<file path="config.mk">
export PLATFORM = sky130hd
export DESIGN_NAME = sellm_dly
export DESIGN_NICKNAME = d
export VERILOG_FILES = /design/src/rtl/sellm_dly.sv
export SDC_FILE = /design/constraint.sdc
export NUM_CORES = 1
export LEC_CHECK = 0
export BUFFER_PORTS_ARGS = -buffer_cell sky130_fd_sc_hd__buf_4
export CAP_MARGIN = 20
export CORE_ASPECT_RATIO = 1.75
export CORE_MARGIN = 5
export CORE_UTILIZATION = 53
export CTS_BUF_LIST = sky130_fd_sc_hd__clkbuf_4 sky130_fd_sc_hd__clkbuf_8
export CTS_CLUSTER_SIZE = 14
export DETAILED_ROUTE_END_ITERATION = 10
export GPL_ROUTABILITY_DRIVEN = 0
export HOLD_SLACK_MARGIN = 0.15
export PLACE_DENSITY = 0.77
export SYNTH_ARGS = -nofsm -noshare
export SYNTH_HDL_FRONTEND = slang
export SYNTH_SLANG_ARGS = --single-unit
</file>
<file path="constraint.sdc">
create_clock -name clk_i -period 0.8 [get_ports clk_i]
set_clock_uncertainty 0.1 [all_clocks]
set_input_delay 0.08 -clock clk_i [delete_from_list [all_inputs] [get_ports clk_i]]
set_output_delay 0.08 -clock clk_i [all_outputs]
set_load 0.05 [all_outputs]
</file>
<file path="src/rtl/sellm_dly.sv">
`timescale 1ns / 1ps
module sellm_dly #(
  parameter int WIDTH = 8,
  parameter int DEPTH = 4
) (
  input  logic             clk_i,
  input  logic             rst_ni,
  input  logic             en_i,
  input  logic [WIDTH-1:0] data_i,
  output logic [WIDTH-1:0] data_o
);
  logic [WIDTH-1:0] line_q [DEPTH];

  always_ff @(posedge clk_i or negedge rst_ni) begin
    if (!rst_ni) begin
      for (int i = 0; i < DEPTH; i++) line_q[i] <= '0;
    end else if (en_i) begin
      line_q[0] <= data_i;
      for (int i = 1; i < DEPTH; i++) line_q[i] <= line_q[i-1];
    end
  end

  assign data_o = line_q[DEPTH-1];
endmodule

</file>
==> reports/metrics.cfg, run 1 <==
[synth]
yosysTopAreaCellShare_pct = 56.99
synthArstFlopShare_pct = 100.0
yosys.area.top_type = dfrtp_1
netlist_instances = 76
ys_seq_area_share_pct = 56.99
ys.flop_type = dfrtp_1
syn_area_per_cell_um2 = 18.49
synth_area_leaders = dfrtp_1 57%, mux2_4 32%, buf_12 4.3%
ys_warn_count = 0
yosys-top-cells-count = 32 x dfrtp_1, 30 x mux2_4, 8 x buf_4
yosysMostFrequentCell = dfrtp_1
netlist_area_um2 = 1405
synth_nets = 87
synth-seq-cells = 32
synth_cell_types = 6
synth-edff-count = 0

[die]
initial_core_util_pct = 55.70
die_y_um = 78.12
rows = 24
coreArea_um2 = 2522
pin_count = 19
die_w_um = 48.92
die_area_um2 = 3821

[pwr]
total_power_mw = 4.652
ir_drop_mv = 1.509
power.share.switching_pct = 27.78
pwr-share-comb_pct = 27.0
power_frac_clock_pct = 28.3
p_leak_nw = 0.8345
pwr-share-seq_pct = 44.7
power_density_nw_per_um2 = 2785
switching_power_mw = 1.292
internal_power_mw = 3.360

[detailed_routing]
via_per_inst = 5.129
drt-total-wl_mm = 2.002
drtIter0Drc = 5
wl_per_cell_um = 16.15
dr.pass1.iters = 2
ant_nets = 0
route.vias.total = 636
drc_errors = 0

[final_layout]
multi_input_area_um2 = 476.7
layout.nets = 109
final_cell_count_no_fill = 124
syn_to_final_growth_pct = 18.88
diodes = 0
n_fill_cell = 178
final_core_util_pct = 66.22
drive_above_1_share_pct = 66.33
regArea_um2 = 800.8

[global_route]
met2_usage_pct = 17.93
grt_start_max_net_pins = 33
grt_pass1_wl_mm = 3.608
grtUsageMet3_pct = 5.682
grt-ovfl-total = 0
grt.total_usage_pct = 12.37
grt_pass1_vias = 745
met1_usage_pct = 15.30
antenna_found_initial = 0
grt-busiest-layer = met2

[clocking]
clock_latency_ns = 0.27
root_buffer = clkbuf_8
cts.clk_slew.worst_paths_ns = 0.06
clockBufferDepth = 2
htree_num_levels = 2
cts_sinks = 32
cts_tree = yes
ctsHoldBuffers = 1
numCtsBuffers = 5

[worst_setup_path]
path_buf_inv = 1
slowest_stage = dfrtp_1
cp-end-kind = output port
worstPathRequired_ns = 0.62
path_cells = buf_6
critPathTopFamily = flip-flops
slowest_delay_ns = 0.40
crit_path_start_kind = register
cp_max_fo = 2
cp.arrival_ns = 0.84
path_class = register to output port

[run]
cap_violations = 0

[sta]
tightest_slew_ns = 0.3843
hold_viol = 8
slew_viol_final = 0
rsz0062_at_grt = yes
max_freq_mhz = 983.6
setup_viol = 40
final.setup.worst_slack_ns = -0.2167
holdWs_ns = -0.06934
final.min_clock_period_ns = 1.017
finalCritPeriodShare_pct = 127.1
slew_headroom_pct = 74.38

[placement]
place_inst = 112
io_buffers = 18
dp_hpwl_mm = 1.310

[hold_path]
min_path_type = input pin to register

[status]
violations = hold timing, setup timing
status = finished with violations

## power by group through the flow
stage	registers (mW)	clock network [mW]	logic, mW
6_report	2.08	1.31	1.26
5_1_grt	2.12	1.42	1.32
4_1_cts	2.08	1.37	1.27
3_5_place_dp	2.09	0	1.12
3_3_place_gp	2.08	0	1.10
2_1_floorplan	2.03	0	1.02
## state kept, by name (all words and copies together) (netlist names)
signal,cells
data_o,8
line_q,24
## cell type report
cell class	instances	area share [%]
multi-input cells	32	28.54
flip-flops and latches	32	47.94
repair buffers	27	15.81
clock buffers	7	5.768
well taps	26	1.948
## cells by family (layout without fill, tap and decap cells)
family | Yosys count | after routing | share of synthesized area, %
flip-flops | 32 | 32 | 56.99
multiplexers | 32 | 32 | 33.66
buffers and inverters | 12 | 34 | 9.350
## metrics by stage
stage	worst slack, ns	setup TNS [ns]	area [µm²]
floorplan	-0.04029	-1.246	1414
global placement	-0.1182	-3.110	1496
detailed placement	-0.1508	-3.798	1496
CTS	-0.2206	-4.304	1663
global route	-0.2548	-5.103	1670
finish	-0.2167	-4.132	1670
## layout by cell type, fill, tap and decap left out, drive strengths merged
master,n
dlygate4sd3,1
mux2,32
clkbuf,7
buf,26
dfrtp,32
## worst reg2reg max path, delay by kind of cell, from the launching register on
kind | cells | cell delay, ns
flip-flops | 1 | 0.39
multiplexers | 1 | 0.26
buffers and inverters | 1 | 0.13
## layer usage
| metal | vias to the layer above | part of all wire, % |
|---|---|---|
| li1 | 290 | - |
| met5 | - | 0 |
| met2 | 16 | 48 |
| met1 | 325 | 44 |
| met4 | 0 | 2.4 |
| met3 | 5 | 5.5 |
## repair_timing
| action | CTS | global route |
|---|---|---|
| endpoints found under the setup margin | 40 | 40 |
| pin swaps | 0 | 0 |
| resized for setup | 8 | 2 |
| hold endpoints to repair | 41 | 9 |
| buffers inserted | 4 | 0 |
## worst paths after layout
| path | start | endpoint | slack [ns] | cells past startpoint |
|---|---|---|---|---|
| hold / removal | data_i[7] | line_q[31] | -0.07 | 2 |
| setup / recovery | data_o[5] | data_o[5] | -0.22 | 1 |
| min in group asynchronous | rst_ni | line_q[26] | 0.18 | 2 |
| hold reg to reg | line_q[28] | line_q[20] | 0.41 | 1 |
| setup reg to reg | data_o[0] | data_o[0] | -0.20 | 2 |
| max in group asynchronous | rst_ni | data_o[5] | 0.14 | 2 |
Power figures use the tool's default switching activity.
==> run 2, diff against run 1 <==
--- a/config.mk
+++ b/config.mk
@@ -7,15 +7,18 @@
 export LEC_CHECK = 0
 export BUFFER_PORTS_ARGS = -buffer_cell sky130_fd_sc_hd__buf_4
 export CAP_MARGIN = 20
+export CELL_PAD_IN_SITES_DETAIL_PLACEMENT = 0
+export CELL_PAD_IN_SITES_GLOBAL_PLACEMENT = 1
 export CORE_ASPECT_RATIO = 1.75
 export CORE_MARGIN = 5
-export CORE_UTILIZATION = 53
+export CORE_UTILIZATION = 45
 export CTS_BUF_LIST = sky130_fd_sc_hd__clkbuf_4 sky130_fd_sc_hd__clkbuf_8
+export CTS_CLUSTER_DIAMETER = 200
 export CTS_CLUSTER_SIZE = 14
 export DETAILED_ROUTE_END_ITERATION = 10
 export GPL_ROUTABILITY_DRIVEN = 0
 export HOLD_SLACK_MARGIN = 0.15
-export PLACE_DENSITY = 0.77
+export PLACE_DENSITY_LB_ADDON = 0.1
 export SYNTH_ARGS = -nofsm -noshare
 export SYNTH_HDL_FRONTEND = slang
 export SYNTH_SLANG_ARGS = --single-unit
==> run 2 against run 1 <==
Net effect: the flow still finishes with violations (hold timing, setup timing); cell count increased by 16%; critical path depth unchanged; clock power about the same; wire length decreased by 4.4%; count of clock-buffer cells in the layout unchanged; power increased by 0.84%; sequential power about the same; global-route usage decreased by 2.5 points.
==> reports/metrics.cfg, run 2 (synthesis gave the netlist of run 1 again) <==
[status]
status = finished with violations
violations = hold timing, setup timing

[global_route]
grt.total_usage_pct = 9.903  ; -2.5 points
grt_pass1_vias = 714  ; -4.2%
grt_pass1_wl_mm = 3.208  ; -11%
grt-ovfl-total = 0  ; unchanged
grt_start_max_net_pins = 33  ; unchanged
antenna_found_initial = 0  ; unchanged

[worst_setup_path]
path_buf_inv = 1  ; unchanged
crit_path_start_kind = register
path_class = register to output port
ff2ff_path_depth = 2  ; unchanged
slowest_delay_ns = 0.40  ; about the same
r2r_slack_ns = -0.20  ; about the same
cp.arrival_ns = 0.83  ; about the same
cp.depth = 1  ; unchanged
cp_max_fo = 2  ; unchanged
reg2reg_to = data_o[5]
critPathTopFamily = flip-flops
slowest_stage = dfrtp_1
worstPathRequired_ns = 0.62  ; about the same
path_cells = buf_6
crit_path_end = data_o[0]
r2r_start = data_o[5]
cp-end-kind = output port
cp-startpoint = data_o[0]

[detailed_routing]
drc_errors = 0  ; unchanged
ant_nets = 0  ; unchanged
route.vias.total = 662  ; +4.1%
dr.pass1.iters = 2  ; unchanged
drtIter0Drc = 4  ; -1
drt-total-wl_mm = 1.913  ; -4.4%
via_per_inst = 4.597  ; -10%
wl_per_cell_um = 13.28  ; -18%

[sta]
final.setup.worst_slack_ns = -0.2144  ; +0.002296 ns
rsz0062_at_grt = yes
finalCritPeriodShare_pct = 126.8  ; -0.29 points
max_freq_mhz = 985.8  ; +0.23%
tns_ns = -4.412  ; -0.2798 ns
hold_viol = 8  ; unchanged
setup_viol = 40  ; unchanged
final.min_clock_period_ns = 1.014  ; -0.002296 ns
slew_viol_final = 0  ; unchanged
slew_headroom_pct = 73.77  ; -0.61 points
holdWs_ns = -0.06524  ; +0.004102 ns
tightest_slew_ns = 0.3935  ; +0.009189 ns

[die]
die_area_um2 = 4384  ; +15%
rows = 27  ; +13%
initial_core_util_pct = 45.71  ; -10 points
coreArea_um2 = 3074  ; +22%
die_y_um = 83.92  ; +7.4%
pin_count = 19  ; unchanged
die_w_um = 52.24  ; +6.8%

[hold_path]
min_path_cells = 2  ; unchanged
min_path_type = input pin to register

[final_layout]
largest_reg_flops = 24  ; unchanged
drive_above_1_share_pct = 67.33  ; +1.0 points
final_common_cell = dfrtp_1
syn_to_final_growth_pct = 22.89
multi_input_area_um2 = 473.0  ; -0.79%
final_cell_mix = 32 x dfrtp_1, 30 x mux2_4, 16 x buf_4
regMostFlops = line_q
diodes = 0  ; unchanged
final_core_util_pct = 56.17  ; -10 points
n_fill_cell = 267  ; +50%
regArea_um2 = 800.8  ; unchanged
layout.nets = 112  ; +2.8%

[pwr]
p_leak_nw = 0.8506  ; +1.9%
ir_drop_mv = 1.391  ; -7.8%
power_density_nw_per_um2 = 2717  ; -2.4%
total_power_mw = 4.691  ; +0.84%

[placement]
io_buffers = 18  ; unchanged
dp_hpwl_mm = 1.268  ; -3.2%

[clocking]
cts_tree = yes
ctsHoldBuffers = 1  ; unchanged
cts_sinks = 32  ; unchanged
numCtsBuffers = 5  ; unchanged
clock_latency_ns = 0.27  ; about the same
clockBufferDepth = 2  ; unchanged
cts.clk_slew.worst_paths_ns = 0.06  ; about the same
root_buffer = clkbuf_8
htree_num_levels = 2  ; unchanged

[run]
cap_violations = 0  ; unchanged

[run 2: worst min path at each step]
stage | start | endpoint | slack [ns]
after floorplan | rst_ni | data_o[0] | -0.32
after global placement | rst_ni | data_o[6] | -0.07
after detailed placement | rst_ni | line_q[14] | -0.05
after CTS | data_i[1] | line_q[25] | -0.08
after global routing | data_i[0] | line_q[24] | -0.08
final | data_i[1] | line_q[25] | -0.07
[run 2: power by group]
| part | leakage, nW | total [mW] | switching [mW] | internal [mW] |
|---|---|---|---|---|
| Combinational | 0.424 | 1.32 | 0.576 | 0.746 |
| Clock | 0.0503 | 1.29 | 0.527 | 0.765 |
| Sequential | 0.376 | 2.08 | 0.176 | 1.90 |
[run 2: worst reg2reg max path: cells and delay by family (launching register included)]
family	cells	cell delay [ns]
flip-flops	1	0.40
multiplexers	1	0.26
buffers and inverters	1	0.14
[run 2: final cells by class]
cell class / count / area share (%)
tap: 43 / 3.116
multi-input combinational: 32 / 27.39
sequential: 32 / 46.38
clock buffer: 7 / 5.580
timing repair buffer: 30 / 17.54
[run 2: metal layers]
metal	GRT usage [%]	part of all wire (%)
met1	13.21	46
met4	4.884	1.4
met5	0	0
met2	13.17	48
met3	4.830	5.1
[run 2: stage by stage]
| step | hold WS [ns] | instance area (µm²) | setup WS, ns | cells |
|---|---|---|---|---|
| 3_3_place_gp | -0.07106 | 1530 | -0.1401 | 129 |
| 4_1_cts | -0.07819 | 1700 | -0.2283 | 141 |
| 6_report | -0.06524 | 1727 | -0.2144 | 144 |
| 3_5_place_dp | -0.05422 | 1530 | -0.1523 | 129 |
| 5_1_grt | -0.08252 | 1727 | -0.2539 | 144 |
| 2_1_floorplan | -0.3156 | 1414 | -0.04029 | 76 |
[run 2: what timing repair did]
| action | 4_1_cts | 5_1_grt |
|---|---|---|
| buffers inserted | 4 | 3 |
| endpoints found under the hold margin | 43 | 11 |
| gates resized for setup | 9 | 1 |
| setup endpoints to repair | 40 | 40 |
==> run 3, diff against run 2 <==
--- a/config.mk
+++ b/config.mk
@@ -5,13 +5,14 @@
 export SDC_FILE = /design/constraint.sdc
 export NUM_CORES = 1
 export LEC_CHECK = 0
+export ABC_AREA = 1
 export BUFFER_PORTS_ARGS = -buffer_cell sky130_fd_sc_hd__buf_4
 export CAP_MARGIN = 20
 export CELL_PAD_IN_SITES_DETAIL_PLACEMENT = 0
 export CELL_PAD_IN_SITES_GLOBAL_PLACEMENT = 1
 export CORE_ASPECT_RATIO = 1.75
 export CORE_MARGIN = 5
-export CORE_UTILIZATION = 45
+export CORE_UTILIZATION = 40
 export CTS_BUF_LIST = sky130_fd_sc_hd__clkbuf_4 sky130_fd_sc_hd__clkbuf_8
 export CTS_CLUSTER_DIAMETER = 200
 export CTS_CLUSTER_SIZE = 14
==> run 3 against run 2 <==
Net effect: non-clock buffer count grew 7; first-iteration DRC count grew to 4.5 times the previous value; register-to-register slack gained 0.08 ns; cell area grew 0.22%; synthesized cell count grew 89%; cell count grew 52%; power shrank 11%; sequential power shrank 8%; via count grew 42%; the flow finishes with violations (setup timing); hold slack gained 0.15 ns; core utilization shrank 4.2 points; wire length grew 9.5%; critical endpoint is now data_o[6].
==> reports/metrics.cfg, run 3 <==
[status]
status = finished with violations
violations = setup timing

[die]
die_area_um2 = 4697  ; +7.1%
die_w_um = 54.00  ; +3.4%
rows = 28  ; +3.7%
coreArea_um2 = 3328  ; +8.3%
pin_count = 19  ; unchanged
die_y_um = 87.00  ; +3.7%
initial_core_util_pct = 40.71  ; -5.0 points

[sta]
rsz0062_at_grt = yes
final.min_clock_period_ns = 1.013  ; -0.0009530 ns
final.setup.worst_slack_ns = -0.2135  ; +0.0009530 ns
finalCritPeriodShare_pct = 126.7  ; about the same
hold_viol = 0  ; -8
slew_viol_final = 0  ; unchanged
setup_viol = 15  ; -63%
max_freq_mhz = 986.7  ; about the same
slew_headroom_pct = 73.95  ; +0.18 points
tightest_slew_ns = 0.3908  ; -0.002655 ns

[final_layout]
final_cell_mix = 83 x nand2_1, 32 x dfrtp_1, 17 x buf_4
diodes = 0  ; unchanged
largest_reg_flops = 24  ; unchanged
design_area_um2 = 1730  ; +0.22%
final_common_cell = nand2_1
layout.nets = 184  ; +64%
syn_to_final_growth_pct = 27.70
drive_above_1_share_pct = 28.74  ; -39 points
regMostFlops = line_q
n_fill_cell = 329  ; +23%

[clocking]
cts_sinks = 32  ; unchanged
htree_num_levels = 2  ; unchanged
cts_tree = yes
clockBufferDepth = 2  ; unchanged
cts.clk_slew.worst_paths_ns = 0.06  ; about the same
numCtsBuffers = 5  ; unchanged
root_buffer = clkbuf_8
clock_latency_ns = 0.27  ; about the same
ctsHoldBuffers = 9  ; +8

[pwr]
power.share.switching_pct = 25.76  ; -1.5 points
pwr-share-seq_pct = 45.8  ; +1.5 points
power_frac_clock_pct = 35.6  ; +8.1 points
internal_power_mw = 3.109  ; -8.9%
p_leak_nw = 0.9651  ; +13%
pwr-share-comb_pct = 18.6  ; -9.6 points
ir_drop_mv = 2.437  ; +75%
switching_power_mw = 1.078  ; -16%
power_density_nw_per_um2 = 2420  ; -11%

[synth]
synth_nets = 155  ; +78%
yosys.area.top_type = dfrtp_1
netlist_instances = 144  ; +89%
yosysTopAreaCellShare_pct = 59.10  ; +2.1 points
syn_area_per_cell_um2 = 9.410  ; -49%
synth-xor-area-share_pct = 0  ; unchanged
synth-seq-cells = 32  ; unchanged
synth-simple-area-share_pct = 28.62  ; +29 points
synthMuxAreaShare_pct = 0  ; -34 points
yosys-top-cells-count = 85 x nand2_1, 32 x dfrtp_1, 11 x nand2_2
synth_top_family_by_area = simple AND/OR/NAND/NOR gates
synth_area_leaders = dfrtp_1 59%, nand2_1 24%, nand2_2 5.1%
ys.flop_type = dfrtp_1
ys_seq_area_share_pct = 59.10  ; +2.1 points
synth-edff-count = 0  ; unchanged
synth_compound_area_share_pct = 0  ; unchanged
ys_warn_count = 0  ; unchanged
yosysMostFrequentCell = nand2_1
netlist_area_um2 = 1355  ; -3.6%
synthAdderAreaFrac_pct = 0  ; unchanged
synthArstFlopShare_pct = 100.0  ; unchanged
synth_cell_types = 8  ; +2

[worst_setup_path]
slowest_delay_ns = 0.40  ; about the same
cp.arrival_ns = 0.83  ; about the same
cp.depth = 1  ; unchanged
crit_path_start_kind = register
critPathTopFamily = flip-flops
slowest_stage = dfrtp_1
cp-end-kind = output port
cp_max_fo = 2  ; unchanged
worstPathRequired_ns = 0.62  ; about the same
ff2ff_path_depth = 4  ; +2
path_cells = buf_6
path_buf_inv = 1  ; unchanged
path_class = register to output port

[global_route]
antenna_found_initial = 0  ; unchanged
grt_pass1_vias = 950  ; +33%
grt.total_usage_pct = 11.55  ; +1.6 points
grt_pass1_wl_mm = 3.857  ; +20%
grt_start_max_net_pins = 33  ; unchanged
grt-ovfl-total = 0  ; unchanged

[placement]
dp_slack_ns = 0.05773  ; +0.2100 ns
io_buffers = 18  ; unchanged
dp_hpwl_mm = 1.246  ; -1.7%
placed_area_um2 = 1419  ; -7.3%

[detailed_routing]
drc_errors = 0  ; unchanged
route.vias.total = 941  ; +42%
via_per_inst = 4.297  ; -6.5%
drt-total-wl_mm = 2.094  ; +9.5%
wl_per_cell_um = 9.562  ; -28%
dr.pass1.iters = 4  ; +2
ant_nets = 0  ; unchanged
drtIter0Drc = 18  ; +14

[hold_path]
min_path_type = input pin to register
min_path_cells = 4  ; +2

[run]
cap_violations = 0  ; unchanged

run 3: changes by cell type in the layout (fill, tap and decap cells not counted):
cell / change
bufinv_16: +1
clkbuf_8: -2
mux2_2: -2
mux2_4: -30
clkbuf_4: +1
buf_4: +1
dlygate4sd3_1: +5
dlymetal6s4s_1: +3
nand2_1: +83
inv_8: +1
clkinv_2: +1
buf_12: -2
nand2_2: +13
run 3: cells by family after synthesis:
logic type,count (synthesis)
DFF,32
and+or+nand+nor,96
buffers and inverters,16
run 3: worst paths after layout:
| check | from | to | slack (ns) |
|---|---|---|---|
| min in group asynchronous | rst_ni | line_q[23] | 0.17 |
| worst max-delay path | data_o[6] | data_o[6] | -0.21 |
| worst min-delay path | en_i | data_o[2] | 0.08 |
| max in group asynchronous | rst_ni | line_q[28] | 0.14 |
| worst max register to register | data_o[4] | data_o[4] | -0.12 |
| worst min register to register | line_q[24] | line_q[24] | 0.37 |
run 3: what timing repair did:
action	CTS	global route
setup endpoints to repair	8	17
resized for setup	9	6
pin swaps	0	2
buffers inserted	6	4
hold endpoints to repair	64	32
run 3: cell type report:
| cell class | count | area (µm²) | share of cell area (%) |
|---|---|---|---|
| sequential | 32 | 800.8 | 46.28 |
| multi-input combinational | 96 | 392.9 | 22.70 |
| timing repair buffer | 37 | 357.8 | 20.68 |
| clock buffer | 6 | 76.32 | 4.411 |
| tap | 45 | 56.30 | 3.254 |
| clock inverter | 2 | 35.03 | 2.025 |
| inverter | 1 | 11.26 | 0.6508 |
run 3: power groups by stage:
stage               Combinational [mW]  Clock [mW]  Sequential, mW
global route                     0.860        1.63            1.94
global placement                 0.613           0            1.93
floorplan                        0.538           0            1.92
finish                           0.780        1.49            1.92
detailed placement               0.621           0            1.94
CTS                              0.759        1.57            1.91
run 3: per-stage QoR:
step                      TNS [ns]  total power [mW]  hold WS, ns  util, %  cells
after floorplan                  0             2.457      -0.3156        -    144
after CTS                   -1.869             4.238      0.07136    51.02    217
after global routing        -2.347             4.427      0.09172    51.99    219
after detailed placement         0             2.561     -0.06188    42.63    194
final                       -1.860             4.187      0.08471    51.99    219
after global placement           0             2.545     -0.06667    42.63    194
run 3: metal layers:
layer	GRT usage [%]	wire, µm	up-vias
met3	4.631	109	6
li1	-	-	478
met4	7.483	70	0
met2	17.66	1017	19
met5	0	0	-
met1	12.86	897	438
