File: config.mk
export PLATFORM = sky130hd
export DESIGN_NAME = sellm_sqrt
export DESIGN_NICKNAME = d
export VERILOG_FILES = /design/src/rtl/sellm_pkg.sv /design/src/rtl/sellm_sqrt.sv
export SDC_FILE = /design/constraint.sdc
export NUM_CORES = 1
export LEC_CHECK = 0
export ABC_CLOCK_PERIOD_IN_PS = 5400
export BUFFER_PORTS_ARGS = -buffer_cell sky130_fd_sc_hd__buf_4
export CAP_MARGIN = 20
export CORE_MARGIN = 2
export CORE_UTILIZATION = 47
export CTS_CLUSTER_DIAMETER = 50
export DETAILED_ROUTE_END_ITERATION = 7
export GPL_ROUTABILITY_DRIVEN = 0
export HOLD_SLACK_MARGIN = 0.08
export SYNTH_ARGS = -nofsm -noshare
export SYNTH_HDL_FRONTEND = slang
export SYNTH_SLANG_ARGS = --single-unit
File: constraint.sdc
create_clock -name clk_i -period 5.4 [get_ports clk_i]
set_input_delay 1.62 -clock clk_i [delete_from_list [all_inputs] [get_ports clk_i]]
set_output_delay 1.62 -clock clk_i [all_outputs]
set_load 0.02 [all_outputs]
File: src/rtl/sellm_pkg.sv
`timescale 1ns / 1ps
package sellm_pkg;

  localparam int W_W    = 16;
  localparam int CFG_W  = 32;
  localparam int A_W    = 38;
  localparam int K_W    = 46;
  localparam int P_W    = 70;
  localparam int Q_W    = 41;
  localparam int N2_W   = 44;
  localparam int RAD_W  = 36;
  localparam int ROOT_W = 18;
  localparam int MAG_W  = 60;

  localparam logic [13:0] K_MUL = 14'd15625;
  localparam logic [Q_W-1:0] TERM_CAP = {1'b1, {(Q_W-1){1'b0}}};
  localparam logic [ROOT_W-1:0] OUT_MAX = '1;

  localparam logic [1:0] ST_OK  = 2'd0;
  localparam logic [1:0] ST_OOW = 2'd1;
  localparam logic [1:0] ST_SAT = 2'd2;

  typedef enum logic [2:0] {
    REG_MIN_WL = 3'd0,
    REG_MAX_WL = 3'd1,
    REG_B1     = 3'd2,
    REG_B2     = 3'd3,
    REG_C1     = 3'd4,
    REG_C2     = 3'd5
  } reg_idx_e;

  typedef struct packed {
    logic neg;
    logic zero;
  } lane_info_t;

endpackage

File: src/rtl/sellm_sqrt.sv
`timescale 1ns / 1ps
module sellm_sqrt (
  input  logic                          clk_i,
  input  logic                          en_i,
  input  logic [sellm_pkg::RAD_W-1:0]   rad_i,
  output logic [sellm_pkg::ROOT_W-1:0]  root_o
);
  import sellm_pkg::*;

  localparam int N   = ROOT_W;
  localparam int R_W = ROOT_W + 2;

  logic [RAD_W-1:0]  rad_q  [N+1];
  logic [R_W-1:0]    rem_q  [N+1];
  logic [ROOT_W-1:0] root_q [N+1];

  always_ff @(posedge clk_i) begin
    if (en_i) begin
      rad_q[0]  <= rad_i;
      rem_q[0]  <= '0;
      root_q[0] <= '0;
    end
  end

  for (genvar j = 0; j < N; j++) begin : g_step
    logic [R_W+1:0] cur;
    logic [R_W+1:0] trial;
    logic           ge;

    always_comb begin
      cur   = {rem_q[j], rad_q[j][RAD_W-1 -: 2]};
      trial = (R_W+2)'({root_q[j], 2'b01});
      ge    = cur >= trial;
    end

    always_ff @(posedge clk_i) begin
      if (en_i) begin
        rad_q[j+1]  <= {rad_q[j][RAD_W-3:0], 2'b00};
        rem_q[j+1]  <= ge ? R_W'(cur - trial) : R_W'(cur);
        root_q[j+1] <= {root_q[j][ROOT_W-2:0], ge};
      end
    end
  end

  assign root_o = root_q[N];
endmodule

==> results of run 1 <==
[layer usage]
| layer | global-route usage (%) | vias up | part of all wire [%] |
|---|---|---|---|
| met2 | 26.9 | 608 | 48 |
| li1 | - | 10882 | - |
| met3 | 2.69 | 150 | 4.9 |
| met1 | 21.7 | 10682 | 44 |
| met5 | 0 | - | 0 |
| met4 | 6.30 | 0 | 3.0 |
[logic make-up (layout without fill, tap and decap cells)]
| kind of cell | count (synthesis) | count (layout) | synth area share, % |
|---|---|---|---|
| muxes | 39 | 39 | 1.15 |
| DFF | 830 | 830 | 65.5 |
| buffers and inverters | 285 | 490 | 2.90 |
| other | 1 | 1 | 0.00986 |
| xor gates and xnor gates | 235 | 235 | 5.41 |
| AOI/OAI and AO/OA | 562 | 562 | 9.19 |
| adders and majority gates | 190 | 190 | 6.25 |
| and+or+nand+nor | 710 | 710 | 9.54 |
[power groups by stage]
stage	Clock [mW]	Sequential, mW	Combinational [mW]
2_1_floorplan	0	8.29	1.67
3_3_place_gp	0	8.43	2.18
3_5_place_dp	0	8.45	2.26
4_1_cts	6.81	8.32	2.27
5_1_grt	7.06	8.39	2.56
6_report	6.62	8.31	2.28
[layout by cell type, fill, tap and decap left out, types with 32 or more instances in the layout]
master	n
nand2_1	171
nand3_1	48
xnor2_1	115
nor4_1	39
buf_4	67
nand2b_1	32
nor3_1	62
inv_1	232
clkbuf_16	96
o21a_1	36
o21ai_0	154
ha_1	190
edfxtp_1	830
nor2_1	175
xor2_1	120
a21oi_1	159
a21o_1	56
[flip-flops by register name (all words and copies together) (netlist names)]
signal	count
root_q	171
rad_q	342
rem_q	317
[final timing paths]
path,endpoint,startpoint,cells past startpoint
max,rem_q[17][12],rem_q[16][0],8
min,rad_q[12][33],rad_q[11][31],0
max reg2reg,rem_q[17][12],rem_q[16][0],8
min reg2reg,rad_q[12][33],rad_q[11][31],0
[worst reg2reg max path, cell delays in order (launching register included)]
cell and delay (ps):
edfxtp_1 390, ha_1 380, nor2b_4 150, o31a_1 290
o21ai_1 200, or3b_1 500, a311oi_4 650, inv_4 270
mux2_4 370
[stage by stage]
stage	hold slack, ps	util (%)	power [mW]	setup slack (ps)
after floorplan	400	-	9.96	2590
after global placement	400	49.7	10.6	1940
after detailed placement	405	49.7	10.7	1790
after CTS	414	53.8	17.4	1780
after global routing	417	53.9	18.0	1670
final	413	53.9	17.2	1960
[area by class of cell]
| class | count | area share, % |
|---|---|---|
| clock inverters | 62 | 1.99 |
| well taps | 1060 | 3.07 |
| inverters | 237 | 2.07 |
| multi-input cells | 1737 | 27.8 |
| clock buffers | 110 | 5.68 |
| repair buffers | 81 | 1.74 |
| flip-flops and latches | 830 | 57.6 |
==> report_table.html, run 1 <==
<table>
<tr><th>Metric</th><th>Value</th></tr>
<tr><th colspan="2">Critical path</th></tr>
<tr><td>Internal reg-to-reg setup slack</td><td>1960 ps</td></tr>
<tr><td>Endpoint class of the critical path</td><td>register</td></tr>
<tr><td>Largest stage delay, worst path</td><td>650 ps</td></tr>
<tr><td>Critical Path Fanout Max</td><td>28</td></tr>
<tr><td>Sort of element at the start of the critical path</td><td>register</td></tr>
<tr><td>CP max stage cell</td><td>a311oi_4</td></tr>
<tr><td>Data arrival, critical path</td><td>3850 ps</td></tr>
<tr><td>Combined buffer and inverter count along the critical path</td><td>1</td></tr>
<tr><td>WS Path Type</td><td>register to register</td></tr>
<tr><td>Worst Path Required</td><td>roughly 5800 ps</td></tr>
<tr><td>Category of cells accounting for the largest share of critical-path delay</td><td>compound AO/OA/AOI/OAI gates</td></tr>
<tr><td>Critical path cell sequence</td><td>ha_1 -&gt; nor2b_4 -&gt; o31a_1 -&gt; o21ai_1 -&gt; or3b_1 -&gt; a311oi_4 -&gt; inv_4 -&gt; mux2_4</td></tr>
<tr><th colspan="2">STA</th></tr>
<tr><td>Final Hold Violating Endpoints</td><td>0</td></tr>
<tr><td>Final setup viols</td><td>0</td></tr>
<tr><td>Timing-limited maximum frequency</td><td>291 MHz</td></tr>
<tr><td>Setup tns final</td><td>0 ps</td></tr>
<tr><td>Slew Limit Fails</td><td>0</td></tr>
<tr><td>Max-Slew Margin vs Limit</td><td>32.0%</td></tr>
<tr><td>Clock skew after layout</td><td>47.3 ps</td></tr>
<tr><td>Final worst path period need</td><td>approximately 3400 ps</td></tr>
<tr><td>Period Utilization, post-route</td><td>63.7%</td></tr>
<tr><td>Unrepaired setup endpoints after global routing</td><td>no</td></tr>
<tr><td>Transition at the pin with the smallest max-transition slack</td><td>1020 ps</td></tr>
<tr><th colspan="2">Finish</th></tr>
<tr><td>Non-Filler Cell Area, Final</td><td>43200 um2</td></tr>
<tr><td>Antenna cells</td><td>0</td></tr>
<tr><td>Area occupied by multi-input gates</td><td>12000 um2</td></tr>
<tr><td>Post-route non-filler standard cell count</td><td>4117</td></tr>
<tr><td>Fraction of layout cells with a size suffix above 1</td><td>9.52%</td></tr>
<tr><td>Number of nets in the layout</td><td>3211</td></tr>
<tr><td>Fillers</td><td>around 6500</td></tr>
<tr><td>Area grow syn2layout</td><td>13.7%</td></tr>
<tr><td>Sequential Area</td><td>about 25000 um2</td></tr>
<tr><th colspan="2">Drt</th></tr>
<tr><td>Detail-routed net length per standard cell</td><td>between 15 and 20 um</td></tr>
<tr><td>Number of vias in the routed layout</td><td>22322</td></tr>
<tr><td>Drt initial violations</td><td>roughly 1600</td></tr>
<tr><td>Overall routed net length</td><td>roughly 68000 um</td></tr>
<tr><td>DRC violation count after routing</td><td>0</td></tr>
<tr><td>Drt first pass iters</td><td>5</td></tr>
<tr><td>Antenna-violating nets left</td><td>0</td></tr>
<tr><td>Post-DR vias/cell</td><td>5.42</td></tr>
<tr><th colspan="2">Power</th></tr>
<tr><td>Part of the power in combinational logic</td><td>13.3%</td></tr>
<tr><td>Cell-internal power</td><td>12.9 mW</td></tr>
<tr><td>Clock share of power</td><td>between 30% and 40%</td></tr>
<tr><td>Switching part of the total power</td><td>between 20% and 30%</td></tr>
<tr><td>Total leakage power</td><td>16.5 nW</td></tr>
<tr><td>Sequential share of power</td><td>48.3%</td></tr>
<tr><td>IR drop worst, VDD</td><td>0.000256 V</td></tr>
<tr><td>Net switching component of the power</td><td>roughly 4.3 mW</td></tr>
<tr><td>Power density over cell area</td><td>398 nW/um2</td></tr>
<tr><th colspan="2">Die</th></tr>
<tr><td>Die width</td><td>288 um</td></tr>
<tr><td>Top Ports</td><td>56</td></tr>
<tr><td>Initial Util</td><td>47.4%</td></tr>
<tr><td>Site row count</td><td>104</td></tr>
<tr><td>Y dimension of the die</td><td>288 um</td></tr>
<tr><td>Area of the die</td><td>83200 um2</td></tr>
<tr><td>CORE AREA</td><td>80300 um2</td></tr>
<tr><th colspan="2">Global route</th></tr>
<tr><td>Vias in the first global route</td><td>21986</td></tr>
<tr><td>All-layer global routing usage</td><td>16.3%</td></tr>
<tr><td>First-pass GRT wire length</td><td>110000 um</td></tr>
<tr><td>Gr ovfl total</td><td>0</td></tr>
<tr><td>Number of antenna violations at the first check in global routing</td><td>0</td></tr>
<tr><td>Largest net degree at the start of global routing</td><td>125</td></tr>
<tr><th colspan="2">Synthesis</th></tr>
<tr><td>Synthesized Nets</td><td>3080</td></tr>
<tr><td>Fraction of synthesis flops using an asynchronous set or reset pin</td><td>0%</td></tr>
<tr><td>Number of synthesized flops with an enable pin</td><td>830</td></tr>
<tr><td>Part of the Yosys area used for sequential elements</td><td>about 66%</td></tr>
<tr><td>Ranking of synthesized cells by instance count</td><td>edfxtp_1 (830), inv_1 (232), ha_1 (190)</td></tr>
<tr><td>YS warnings</td><td>0</td></tr>
<tr><td>Ys flop type</td><td>edfxtp_1</td></tr>
<tr><td>Netlist cell types</td><td>82</td></tr>
<tr><td>Cell area after synthesis</td><td>approximately 38000 um2</td></tr>
<tr><td>Cell accounting for the most synthesized area</td><td>edfxtp_1</td></tr>
<tr><td>Most frequent cell after synthesis</td><td>edfxtp_1</td></tr>
<tr><td>Avg Inst Size Synth</td><td>13.3 um2</td></tr>
<tr><td>Biggest area contributors in the synthesized netlist</td><td>edfxtp_1 (66%), ha_1 (6.3%), xor2_1 (2.8%)</td></tr>
<tr><td>Cells after Synth</td><td>2852</td></tr>
<tr><td>Area share of the largest cell type after synthesis</td><td>65.5%</td></tr>
<tr><td>Synth Register Bits</td><td>830</td></tr>
<tr><th colspan="2">Placed design</th></tr>
<tr><td>Placement Cell Area</td><td>39900 um2</td></tr>
<tr><td>Post-placement cell count</td><td>about 3900</td></tr>
<tr><td>Total half-perimeter wirelength after legalization and detailed placement</td><td>48000 um</td></tr>
<tr><td>Number of buffer cells added on primary ports</td><td>55</td></tr>
<tr><th colspan="2">Clock tree</th></tr>
<tr><td>Number of levels in the clock H-tree</td><td>3</td></tr>
<tr><td>Number of buffers inserted by hold repair at cts</td><td>0</td></tr>
<tr><td>Clock-pin slew of the registers on the worst-case setup and hold paths</td><td>60 ps</td></tr>
<tr><td>Clk Latency, worst-skew pair</td><td>650 ps</td></tr>
<tr><td>Number of CTS-inserted buffers</td><td>96</td></tr>
<tr><td>Clock sink count</td><td>830</td></tr>
<tr><td>Post-CTS setup buffers</td><td>0</td></tr>
<tr><td>Longest Clk Path Bufs</td><td>3</td></tr>
<tr><td>Number of gates resized after CTS</td><td>0</td></tr>
<tr><td>CTS tree</td><td>built</td></tr>
<tr><td>Clock root buffer</td><td>clkbuf_16</td></tr>
<tr><th colspan="2">Min path</th></tr>
<tr><td>Hold Path Class</td><td>register to register</td></tr>
<tr><th colspan="2">Run</th></tr>
<tr><td>Number of violations of the max-capacitance limit</td><td>0</td></tr>
<tr><th colspan="2">Outcome</th></tr>
<tr><td>Status</td><td>complete, no violations</td></tr>
</table>
(Power assumes the default switching activity.)
==> run 2, diff against run 1 <==
ABC_CLOCK_PERIOD_IN_PS = 3460   (was 5400)
clock period = 3.46 ns   (was 5.4 ns; I/O delays follow)
==> report_table.html, run 2 (same netlist as run 1, synthesis figures left out) <==
<table>
<tr><th>Metric</th><th>Value</th></tr>
<tr><th colspan="2">Global route</th></tr>
<tr><td>Number of antenna violations at the first check in global routing</td><td>0</td></tr>
<tr><td>Largest net degree at the start of global routing</td><td>94</td></tr>
<tr><td>Vias in the first global route</td><td>22000</td></tr>
<tr><td>First-pass GRT wire length</td><td>111000 um</td></tr>
<tr><td>All-layer global routing usage</td><td>~17%</td></tr>
<tr><td>Gr ovfl total</td><td>0</td></tr>
<tr><th colspan="2">Critical path</th></tr>
<tr><td>Critical Path Fanout Max</td><td>15</td></tr>
<tr><td>Largest stage delay, worst path</td><td>510 ps</td></tr>
<tr><td>Worst Path Required</td><td>about 3800 ps</td></tr>
<tr><td>WS Path Type</td><td>register to register</td></tr>
<tr><td>Critical path cell sequence</td><td>ha_1 -&gt; nand4_1 -&gt; nor3_1 -&gt; nand3_1 -&gt; o211ai_1 -&gt; nand3b_1 -&gt; or4b_1 -&gt; xnor2_1</td></tr>
<tr><td>CP max stage cell</td><td>or4b_1</td></tr>
<tr><td>Sort of element at the start of the critical path</td><td>register</td></tr>
<tr><td>Data arrival, critical path</td><td>3590 ps</td></tr>
<tr><td>Endpoint class of the critical path</td><td>register</td></tr>
<tr><th colspan="2">STA</th></tr>
<tr><td>Setup tns final</td><td>0 ps</td></tr>
<tr><td>Final setup viols</td><td>0</td></tr>
<tr><td>Unrepaired setup endpoints after global routing</td><td>no</td></tr>
<tr><td>Transition at the pin with the smallest max-transition slack</td><td>743 ps</td></tr>
<tr><td>Slew Limit Fails</td><td>0</td></tr>
<tr><td>Period Utilization, post-route</td><td>92.7%</td></tr>
<tr><td>Final worst path period need</td><td>3210 ps</td></tr>
<tr><td>Max-Slew Margin vs Limit</td><td>49.2%</td></tr>
<tr><td>Clock skew after layout</td><td>about 60 ps</td></tr>
<tr><td>Final Hold Violating Endpoints</td><td>0</td></tr>
<tr><td>Timing-limited maximum frequency</td><td>312 MHz</td></tr>
<tr><th colspan="2">Min path</th></tr>
<tr><td>Hold Path Class</td><td>register to register</td></tr>
<tr><th colspan="2">Clock tree</th></tr>
<tr><td>Number of CTS-inserted buffers</td><td>93</td></tr>
<tr><td>Clock-pin slew of the registers on the worst-case setup and hold paths</td><td>60 ps</td></tr>
<tr><td>Clock root buffer</td><td>clkbuf_16</td></tr>
<tr><td>Number of gates resized after CTS</td><td>0</td></tr>
<tr><td>Clock sink count</td><td>830</td></tr>
<tr><td>Longest Clk Path Bufs</td><td>3</td></tr>
<tr><td>Post-CTS setup buffers</td><td>0</td></tr>
<tr><td>Clk Latency, worst-skew pair</td><td>660 ps</td></tr>
<tr><td>Number of buffers inserted by hold repair at cts</td><td>0</td></tr>
<tr><td>CTS tree</td><td>built</td></tr>
<tr><td>Number of levels in the clock H-tree</td><td>3</td></tr>
<tr><th colspan="2">Power</th></tr>
<tr><td>IR drop worst, VDD</td><td>0.000384 V</td></tr>
<tr><td>Power density over cell area</td><td>607 nW/um2</td></tr>
<tr><td>Total leakage power</td><td>16.6 nW</td></tr>
<tr><th colspan="2">Finish</th></tr>
<tr><td>Post-route non-filler standard cell count</td><td>4142</td></tr>
<tr><td>Top library cells by usage in the layout, fill and taps aside</td><td>edfxtp_1 (830), inv_1 (232), ha_1 (190)</td></tr>
<tr><td>Max reg flops</td><td>~340</td></tr>
<tr><td>Register ranked first by flip-flop count</td><td>rad_q</td></tr>
<tr><td>Antenna cells</td><td>0</td></tr>
<tr><td>Most frequent standard cell in the layout excluding fill and tap cells</td><td>edfxtp_1</td></tr>
<tr><td>Area grow syn2layout</td><td>13.8%</td></tr>
<tr><td>Number of nets in the layout</td><td>3240</td></tr>
<tr><td>Fraction of layout cells with a size suffix above 1</td><td>around 10%</td></tr>
<tr><td>Leading registers by flop count</td><td>rad_q: 342 flops, rem_q: 317 flops, root_q: 171 flops</td></tr>
<tr><th colspan="2">Die</th></tr>
<tr><td>Top Ports</td><td>56</td></tr>
<tr><td>Die width</td><td>288 um</td></tr>
<tr><td>Y dimension of the die</td><td>just under 300 um</td></tr>
<tr><td>CORE AREA</td><td>80300 um2</td></tr>
<tr><td>Site row count</td><td>104</td></tr>
<tr><td>Initial Util</td><td>47.4%</td></tr>
<tr><td>Area of the die</td><td>83200 um2</td></tr>
<tr><th colspan="2">Drt</th></tr>
<tr><td>DRC violation count after routing</td><td>0</td></tr>
<tr><td>Wire length on met2</td><td>33200 um</td></tr>
<tr><td>Wire length on met1</td><td>29900 um</td></tr>
<tr><td>Overall routed net length</td><td>approximately 70000 um</td></tr>
<tr><td>Routed wl met3</td><td>3700 um</td></tr>
<tr><td>Detail-routed net length per standard cell</td><td>16.6 um</td></tr>
<tr><td>Highest signal layer in the routed design</td><td>met4</td></tr>
<tr><td>Antenna-violating nets left</td><td>0</td></tr>
<tr><td>Drt initial violations</td><td>around 1600</td></tr>
<tr><td>Drt first pass iters</td><td>7</td></tr>
<tr><td>Number of vias in the routed layout</td><td>22431</td></tr>
<tr><td>Post-DR vias/cell</td><td>5.42</td></tr>
<tr><th colspan="2">Placed design</th></tr>
<tr><td>Total half-perimeter wirelength after legalization and detailed placement</td><td>49200 um</td></tr>
<tr><td>Post-placement cell count</td><td>3977</td></tr>
<tr><td>Number of buffer cells added on primary ports</td><td>55</td></tr>
<tr><th colspan="2">Run</th></tr>
<tr><td>Number of violations of the max-capacitance limit</td><td>0</td></tr>
<tr><th colspan="2">Outcome</th></tr>
<tr><td>Status</td><td>complete, no violations</td></tr>
</table>
==> run 2: changes by cell type in the layout (fill, tap and decap cells not counted), sizes merged <==
cell      change
buf          +32
inv           -1
clkinvlp      -3
clkinv        +5
bufinv        -5
clkbuf        -3
==> run 2: metal layers <==
metal  global-route usage, %  vias to the layer above
li1                        -                    10936
met1                    21.7                    10816
met2                    27.6                      551
met3                    2.95                      128
met4                    5.89                        0
met5                       0                        -
==> run 2: final cells by class <==
| class | instances | area, um2 |
|---|---|---|
| inverters | 237 | 895 |
| fillers | 6543 | 37000 |
| well taps | 1060 | 1330 |
| multi-input cells | 1737 | 12000 |
| clock buffers | 107 | 2380 |
| repair buffers | 113 | 1030 |
| flip-flops and latches | 830 | 24900 |
| clock inverters | 58 | 687 |
==> run 2: stage by stage <==
stage	util [%]	total power, mW	hold WS, ps	setup slack, ps	instance area, um2
2_1_floorplan	-	15.5	400	650	38000
3_3_place_gp	50.1	16.6	400	457	40200
3_5_place_dp	50.1	16.8	405	331	40200
4_1_cts	53.9	26.6	385	319	43300
5_1_grt	53.9	27.5	416	3.10	43300
6_report	53.9	26.3	396	252	43300
==> run 2: worst paths after layout <==
check,start,endpoint,slack [ps],cells past startpoint
hold reg to reg,rad_q[7][27],rad_q[8][29],400,0
setup / recovery,rem_q[11][8],rem_q[12][15],250,8
hold / removal,rad_q[7][27],rad_q[8][29],400,0
setup reg to reg,rem_q[11][8],rem_q[12][15],250,8
==> run 2: report_power, final <==
group / internal [mW] / switching (mW)
registers: 12.4 / 0.619
clock network: 5.68 / 4.03
logic: 1.55 / 2.04
total: 19.6 / 6.69
==> run 2: critical path: cells and delay by family (launching register included) <==
kind | cells | cell delay (ps)
AO/OA/AOI/OAI | 1 | 230
XOR/XNOR | 1 | 150
adder cells (fa/ha/maj) | 1 | 490
flip-flops | 1 | 390
AND/OR/NAND/NOR | 5 | 1690
==> run 3, diff against run 2 <==
CTS_BUF_LIST = sky130_fd_sc_hd__clkbuf_4   (was default)
==> report_table.html, run 3 (same netlist as run 1, synthesis figures left out) <==
<table>
<tr><th>Metric</th><th>Value</th></tr>
<tr><th colspan="2">Drt</th></tr>
<tr><td>Number of vias in the routed layout</td><td>23136</td></tr>
<tr><td>Overall routed net length</td><td>69500 um</td></tr>
<tr><td>Post-DR vias/cell</td><td>5.30</td></tr>
<tr><td>DRC violation count after routing</td><td>0</td></tr>
<tr><td>Drt first pass iters</td><td>8</td></tr>
<tr><td>Drt initial violations</td><td>between 1000 and 1500</td></tr>
<tr><td>Detail-routed net length per standard cell</td><td>around 16 um</td></tr>
<tr><td>Antenna-violating nets left</td><td>0</td></tr>
<tr><th colspan="2">Finish</th></tr>
<tr><td>Number of nets in the layout</td><td>3391</td></tr>
<tr><td>Most frequent standard cell in the layout excluding fill and tap cells</td><td>edfxtp_1</td></tr>
<tr><td>Leading registers by flop count</td><td>rad_q: 342 flops, rem_q: 317 flops, root_q: 171 flops</td></tr>
<tr><td>Fraction of layout cells with a size suffix above 1</td><td>between 10% and 20%</td></tr>
<tr><td>Top library cells by usage in the layout, fill and taps aside</td><td>edfxtp_1 (830), clkbuf_4 (278), inv_1 (232)</td></tr>
<tr><td>Sequential Area</td><td>24900 um2</td></tr>
<tr><td>Register ranked first by flip-flop count</td><td>rad_q</td></tr>
<tr><td>Area occupied by multi-input gates</td><td>12000 um2</td></tr>
<tr><td>Max reg flops</td><td>342</td></tr>
<tr><td>Fillers</td><td>6687</td></tr>
<tr><td>Area grow syn2layout</td><td>13.5%</td></tr>
<tr><td>Final standard cell utilization of the core</td><td>53.8%</td></tr>
<tr><td>Non-Filler Cell Area, Final</td><td>about 43000 um2</td></tr>
<tr><th colspan="2">Critical path</th></tr>
<tr><td>Endpoint class of the critical path</td><td>register</td></tr>
<tr><td>Worst Path Required</td><td>between 4000 and 5000 ps</td></tr>
<tr><td>Largest stage delay, worst path</td><td>approximately 500 ps</td></tr>
<tr><td>Sort of element at the start of the critical path</td><td>register</td></tr>
<tr><td>Critical path cell sequence</td><td>ha_1 -&gt; nand4_1 -&gt; nor3_1 -&gt; nand3_1 -&gt; o211ai_1 -&gt; nand3b_1 -&gt; or4b_1 -&gt; xnor2_1</td></tr>
<tr><td>WS Path Type</td><td>register to register</td></tr>
<tr><td>Category of cells accounting for the largest share of critical-path delay</td><td>simple AND/OR/NAND/NOR gates</td></tr>
<tr><td>Combined buffer and inverter count along the critical path</td><td>0</td></tr>
<tr><td>CP max stage cell</td><td>or4b_1</td></tr>
<tr><td>Critical Path Fanout Max</td><td>15</td></tr>
<tr><td>Data arrival, critical path</td><td>3930 ps</td></tr>
<tr><th colspan="2">Power</th></tr>
<tr><td>Net switching component of the power</td><td>6.61 mW</td></tr>
<tr><td>Part of the power in combinational logic</td><td>14.8%</td></tr>
<tr><td>Cell-internal power</td><td>18.0 mW</td></tr>
<tr><td>IR drop worst, VDD</td><td>around 0.00034 V</td></tr>
<tr><td>Clock share of power</td><td>around 33%</td></tr>
<tr><td>Sequential share of power</td><td>52.8%</td></tr>
<tr><td>Total leakage power</td><td>approximately 17 nW</td></tr>
<tr><td>Switching part of the total power</td><td>26.9%</td></tr>
<tr><td>Power consumption</td><td>24.6 mW</td></tr>
<tr><td>Power density over cell area</td><td>569 nW/um2</td></tr>
<tr><th colspan="2">STA</th></tr>
<tr><td>WHS</td><td>373 ps</td></tr>
<tr><td>Final setup viols</td><td>0</td></tr>
<tr><td>Max-Slew Margin vs Limit</td><td>slightly below 50%</td></tr>
<tr><td>Final Hold Violating Endpoints</td><td>0</td></tr>
<tr><td>Period Utilization, post-route</td><td>just over 90%</td></tr>
<tr><td>Clock skew after layout</td><td>around 90 ps</td></tr>
<tr><td>Setup tns final</td><td>0 ps</td></tr>
<tr><td>Timing-limited maximum frequency</td><td>roughly 310 MHz</td></tr>
<tr><td>Unrepaired setup endpoints after global routing</td><td>no</td></tr>
<tr><td>Transition at the pin with the smallest max-transition slack</td><td>about 750 ps</td></tr>
<tr><td>Final worst path period need</td><td>around 3200 ps</td></tr>
<tr><td>Slew Limit Fails</td><td>0</td></tr>
<tr><th colspan="2">Die</th></tr>
<tr><td>Y dimension of the die</td><td>288 um</td></tr>
<tr><td>Initial Util</td><td>47.4%</td></tr>
<tr><td>Area of the die</td><td>83200 um2</td></tr>
<tr><td>Site row count</td><td>104</td></tr>
<tr><td>Top Ports</td><td>56</td></tr>
<tr><td>Die width</td><td>just under 300 um</td></tr>
<tr><td>CORE AREA</td><td>~80000 um2</td></tr>
<tr><th colspan="2">Global route</th></tr>
<tr><td>Vias in the first global route</td><td>23201</td></tr>
<tr><td>Number of antenna violations at the first check in global routing</td><td>2</td></tr>
<tr><td>First-pass GRT wire length</td><td>113000 um</td></tr>
<tr><td>Largest net degree at the start of global routing</td><td>94</td></tr>
<tr><td>All-layer global routing usage</td><td>16.9%</td></tr>
<tr><td>Gr ovfl total</td><td>0</td></tr>
<tr><th colspan="2">Clock tree</th></tr>
<tr><td>Clk Latency, worst-skew pair</td><td>1040 ps</td></tr>
<tr><td>Post-CTS setup buffers</td><td>0</td></tr>
<tr><td>CTS tree</td><td>built</td></tr>
<tr><td>Number of levels in the clock H-tree</td><td>4</td></tr>
<tr><td>Number of CTS-inserted buffers</td><td>around 210</td></tr>
<tr><td>Clock root buffer</td><td>clkbuf_4</td></tr>
<tr><td>Clock sink count</td><td>830</td></tr>
<tr><td>Clock-pin slew of the registers on the worst-case setup and hold paths</td><td>70 ps</td></tr>
<tr><td>Longest Clk Path Bufs</td><td>3</td></tr>
<tr><th colspan="2">Placed design</th></tr>
<tr><td>Total half-perimeter wirelength after legalization and detailed placement</td><td>49200 um</td></tr>
<tr><td>Number of buffer cells added on primary ports</td><td>55</td></tr>
<tr><td>Placement Cell Area</td><td>40200 um2</td></tr>
<tr><th colspan="2">Outcome</th></tr>
<tr><td>Status</td><td>complete, no violations</td></tr>
<tr><th colspan="2">Min path</th></tr>
<tr><td>Hold Path Class</td><td>register to register</td></tr>
<tr><th colspan="2">Run</th></tr>
<tr><td>Number of violations of the max-capacitance limit</td><td>0</td></tr>
</table>
==> run 3: cell types whose count changed in the layout (fill, tap and decap cells not counted), moves of 4 or more <==
cell           delta
bufinv_16         -6
clkbuf_1         -14
clkbuf_16        -93
clkbuf_4        +278
clkinv_1         +29
clkinv_16         -4
clkinv_2          -4
dlygate4sd3_1    +36
inv_12            +7
==> run 3: final cells by class <==
class | count | share of cell area [%]
diodes | 3 | 0.0174
clock buffers | 278 | 4.84
clock inverters | 71 | 1.17
inverters | 237 | 2.07
multi-input cells | 1737 | 27.9
flip-flops and latches | 830 | 57.7
repair buffers | 149 | 3.22
well taps | 1060 | 3.07
==> run 3: what timing repair did <==
item / in CTS / in global routing
endpoints found under the hold margin: 36 / 0
hold buffers: 36 / 0
gates resized for setup: 0 / 0
==> run 3: worst paths after layout <==
path | from | to | slack [ps] | depth (start not counted)
worst min-delay path | rad_q[5][28] | rad_q[6][30] | 370 | 0
worst min register to register | rad_q[5][28] | rad_q[6][30] | 370 | 0
worst max register to register | rem_q[11][8] | rem_q[12][15] | 270 | 8
worst max-delay path | rem_q[11][8] | rem_q[12][15] | 270 | 8
==> run 3: routing by layer <==
metal | part of all wire [%] | vias up | GRT usage [%]
met4 | 1.9 | 0 | 6.65
met1 | 43 | 11050 | 21.4
met5 | 0 | - | 0
li1 | - | 11378 | -
met3 | 5.1 | 117 | 4.04
met2 | 50 | 591 | 28.0
==> run 3: power groups by stage <==
| stage | Combinational (mW) | Sequential, mW | Clock, mW |
|---|---|---|---|
| 2_1_floorplan | 2.61 | 12.9 | 0 |
| 3_3_place_gp | 3.45 | 13.2 | 0 |
| 3_5_place_dp | 3.56 | 13.2 | 0 |
| 4_1_cts | 3.61 | 13.0 | 8.36 |
| 5_1_grt | 4.06 | 13.1 | 8.84 |
| 6_report | 3.63 | 13.0 | 7.97 |
==> run 3: stage by stage <==
stage	setup WS, ps	cells
floorplan	650	2852
global placement	457	3977
detailed placement	331	3977
CTS	304	4362
global route	1.10	4365
finish	271	4365
==> run 3: worst reg2reg max path: stages (launching register included) <==
cell      delay [ps]
edfxtp_1         400
ha_1             490
nand4_1          220
nor3_1           310
nand3_1          160
o211ai_1         220
nand3b_1         490
or4b_1           510
xnor2_1          150
